File: src/hdl/hpoc_div3.sv
// Two-stage unsigned divide by three with remainder, reciprocal multiply and one correction.
module hpoc_div3 #(
    parameter int NB = 10
) (
    input  logic          i_clk,
    input  logic [NB-1:0] i_n,
    output logic [NB-1:0] o_q,
    output logic [1:0]    o_rem
);
    localparam logic [NB-1:0] RECIP = NB'(((64'd1 << NB) - 64'd1) / 64'd3);

    logic [2*NB-1:0] prod;
    logic [NB-1:0]   r_n;
    logic [NB-1:0]   r_q0;
    logic [NB-1:0]   diff;
    logic [2:0]      rem3;
    logic [NB-1:0]   n_q;
    logic [1:0]      n_rem;

    assign prod = i_n * RECIP;

    // estimate is exact or one short
    assign diff = r_n - (r_q0 + (r_q0 << 1));
    assign rem3 = diff[2:0];

    always_comb begin
        if (rem3 >= 3'd3) begin
            n_q   = r_q0 + NB'(1);
            n_rem = 2'(rem3 - 3'd3);
        end else begin
            n_q   = r_q0;
            n_rem = rem3[1:0];
        end
    end

    always_ff @(posedge i_clk) begin
        r_n   <= i_n;
        r_q0  <= prod[2*NB-1:NB];
        o_q   <= n_q;
        o_rem <= n_rem;
    end

endmodule
File: config.mk
export PLATFORM = sky130hd
export DESIGN_NAME = hpoc_div3
export DESIGN_NICKNAME = d
export VERILOG_FILES = /design/src/hdl/hpoc_div3.sv
export SDC_FILE = /design/constraint.sdc
export NUM_CORES = 1
export LEC_CHECK = 0
export BUFFER_PORTS_ARGS = -buffer_cell sky130_fd_sc_hd__buf_4
export CAP_MARGIN = 40
export CORE_MARGIN = 10
export CORE_UTILIZATION = 40
export CTS_BUF_LIST = sky130_fd_sc_hd__clkbuf_4
export DETAILED_ROUTE_END_ITERATION = 8
export PLACE_DENSITY_LB_ADDON = 0.25
export RECOVER_POWER = 25
export SLEW_MARGIN = 15
export SYNTH_ARGS = -nofsm -noshare
export SYNTH_HDL_FRONTEND = slang
export SYNTH_SLANG_ARGS = --single-unit
File: constraint.sdc
create_clock -name i_clk -period 11.6 [get_ports i_clk]
set_input_delay 1.74 -clock i_clk [delete_from_list [all_inputs] [get_ports i_clk]]
set_output_delay 1.74 -clock i_clk [all_outputs]
set_load 0.01 [all_outputs]
==> reports/metrics.yaml <==
status:
  outcome: "finished, final reports clean"
job:
  drv_cap: 0
setup_path:
  critPathBufInv: 3
  cpLargestDelayFamily: "adder cells"
  cp_data_arrival_time_ns: 5.22
  critical_path.cell_chain: "buf_4 -> ha_1 -> fa_1 -> fa_1 -> inv_1 -> fa_1 -> inv_1 -> ha_1 -> a211o_1 -> a211o_1 -> o211ai_2 -> o21ai_0 -> xor2_1"
  path_class: "in2reg"
  slowest_stage: "fa_1"
  timing.rr.start: "r_q0[0]$_DFF_P_"
  reg2reg_depth: 7
  critPathLaunchType: "input pin"
  cp_max_fo: 6
  reg2reg_slack_ns: 9.14
  worst_path_most_repeated_cell: "fa_1"
  timing.rr.end: "o_q[1]$_DFF_P_"
  cp.required_ns: 11.79
  cpPeakStageDelay_ns: 0.52
  setup.worst_path.end_class: "flip-flop"
sta:
  slew_viol_final: 0
  hold_viol_final: 0
  max_freq_ghz: 0.199
  finalSetupTns_ns: 0
  hold_ws_ns: 0.459
  tightest_slew_ns: 0.359
  setup_violations: 0
  skew_ns: 0.00328
  rsz0062_at_grt: "no"
  slew_headroom_pct: 76.1
  finalCritPeriodShare_pct: 43.4
  period_needed_ns: 5.03
cts:
  holdBufCountCts: 0
  root_buffer: "clkbuf_4"
  cts_htree_levels: 1
  cts_sinks: 24
  cts_tree: "done"
  cts.path.max_buffers: 2
  insertion_delay_ns: 0.29
  cts_buffers: 3
  clk_pin_slew_worst_paths_ns: 0.11
  postCtsSetupBuffers: 0
  cts_resized: 0
routing:
  ant_nets: 0
  drt_iter0_markers: 72
  routedWlPerCell_um: 11.7
  drc: 0
  wl_mm: 3.56
  first_pass_iters: 4
  vias: 1405
  viasPerCell: 4.61
floorplan:
  core_area_um2: 5170
  num_rows: 26
  initial_core_util_pct: 42.0
  die_h_um: 93.7
  dieArea_um2: 8780
  io_pins: 23
  dieWidth_um: 93.7
synth:
  ys_top_cells_by_count: "inv_1, ha_1, dfxtp_1, fa_1, xnor2_1"
  synth_cells: 210
  ys_seq_area_share_pct: 22.1
  synth_edf_count: 0
  syn_area_per_cell_um2: 10.3
  synth.most_common_cell: "inv_1"
  synth_cell_type_count: 39
  postSynth.asyncResetShare_pct: 0
  netlist_area_um2: 2170
  syn_nets: 286
  synth_top_area_cell: "ha_1"
  synthFlopType: "dfxtp_1"
  yosys_warnings: 0
  synthTopCellsByArea: "ha_1, dfxtp_1, fa_1"
  ys_seq_elements: 24
  yosysTopAreaCellShare_pct: 26.5
global_routing:
  grt_first_pass_wirelength_mm: 6.41
  first_global_vias: 1515
  grt_usage_pct: 8.78
  overflow: 0
  antenna_found_initial: 0
  grt_max_degree: 14
placed_design:
  port_buffers: 22
  gp_congestion: 0.798
  dpl.hpwl_mm: 3.26
final_layout:
  final_nets: 312
  n_fill_cell: 494
  drive_above_1_share_pct: 14.0
  n_antenna_cell: 0
  area_growth_pct: 11.8
min_path:
  hold_path_depth: 1
  hold_class: "reg2reg"
  hp-start: "r_q0[6]$_DFF_P_"
  hold_path_end: "o_q[6]$_DFF_P_"
power_and_ir_drop:
  powerDensity_nw_per_um2: 224
  peakVddDrop_mv: 0.135
  leakagePower_nw: 1.26
-- power by group --
| group | switching, mW | internal [mW] | leakage, nW |
|---|---|---|---|
| registers | 0.0189 | 0.123 | 0.202 |
| clock network | 0.0212 | 0.0125 | 0.0154 |
| logic | 0.186 | 0.183 | 1.04 |
-- state kept, by name, indices dropped and copies added (netlist names) --
signal	cells
o_q	10
o_rem	2
r_n	3
r_q0	9
-- worst max-delay path by stage --
stage,from,to,slack (ns),cells past startpoint
after floorplan,i_n[3],r_q0[7]$_DFF_P_,6.48,12
after global placement,i_n[3],r_q0[7]$_DFF_P_,6.25,13
after detailed placement,i_n[3],r_q0[7]$_DFF_P_,6.23,13
after CTS,i_n[3],r_q0[7]$_DFF_P_,6.56,13
after global routing,i_n[3],r_q0[7]$_DFF_P_,6.41,13
final,i_n[3],r_q0[7]$_DFF_P_,6.57,13
-- cells in the final DEF, fill, tap and decap left out, drive strengths merged, types with 2 or more instances in the layout --
cell type / synthesis / routed
a211o: 3 / 3
a211oi: 2 / 2
a21oi: 6 / 6
and3: 3 / 3
and4: 2 / 2
buf: 1 / 19
clkbuf: 0 / 6
dfxtp: 24 / 24
fa: 19 / 19
ha: 46 / 46
inv: 49 / 49
mux2: 2 / 2
nand2: 5 / 5
nand2b: 2 / 2
nand3: 5 / 5
nor2: 2 / 2
o211ai: 2 / 2
o21ai: 6 / 6
xnor2: 11 / 11
xor2: 6 / 6
-- layout make-up --
type	count	area (um^2)	area share [%]
multi-input combinational	136	1500	61.6
clock buffer	3	22.5	0.927
timing repair buffer	22	154	6.33
sequential	24	480	19.8
tap	70	87.6	3.60
clock inverter	1	3.75	0.154
inverter	49	184	7.57
-- cells by family after synthesis --
kind of cell | synth area share [%]
XOR/XNOR | 8.00
flip-flops | 22.1
AO/OA/AOI/OAI | 9.79
multiplexers | 1.04
AND/OR/NAND/NOR | 6.10
buffers and inverters | 8.98
adder cells (fa/ha/maj) | 44.0
-- stage by stage --
| stage | setup WS (ns) | std cells | cell area (um^2) | power, mW | util (%) |
|---|---|---|---|---|---|
| 2_1_floorplan | 6.48 | 210 | 2170 | 0.445 | - |
| 3_3_place_gp | 6.25 | 301 | 2410 | 0.514 | 46.7 |
| 3_5_place_dp | 6.23 | 301 | 2410 | 0.520 | 46.7 |
| 4_1_cts | 6.56 | 305 | 2440 | 0.555 | 47.2 |
| 5_1_grt | 6.41 | 305 | 2430 | 0.615 | 47.0 |
| 6_report | 6.57 | 305 | 2430 | 0.545 | 47.0 |
-- layer usage --
metal  global-route usage [%]  vias to the layer above  wire [um]
met5                        0                        -          0
met1                     10.9                      633       1680
li1                         -                      743          -
met3                     1.68                        6        181
met2                     14.7                       23       1640
met4                     3.16                        0         62
Power figures use the tool's default switching activity.
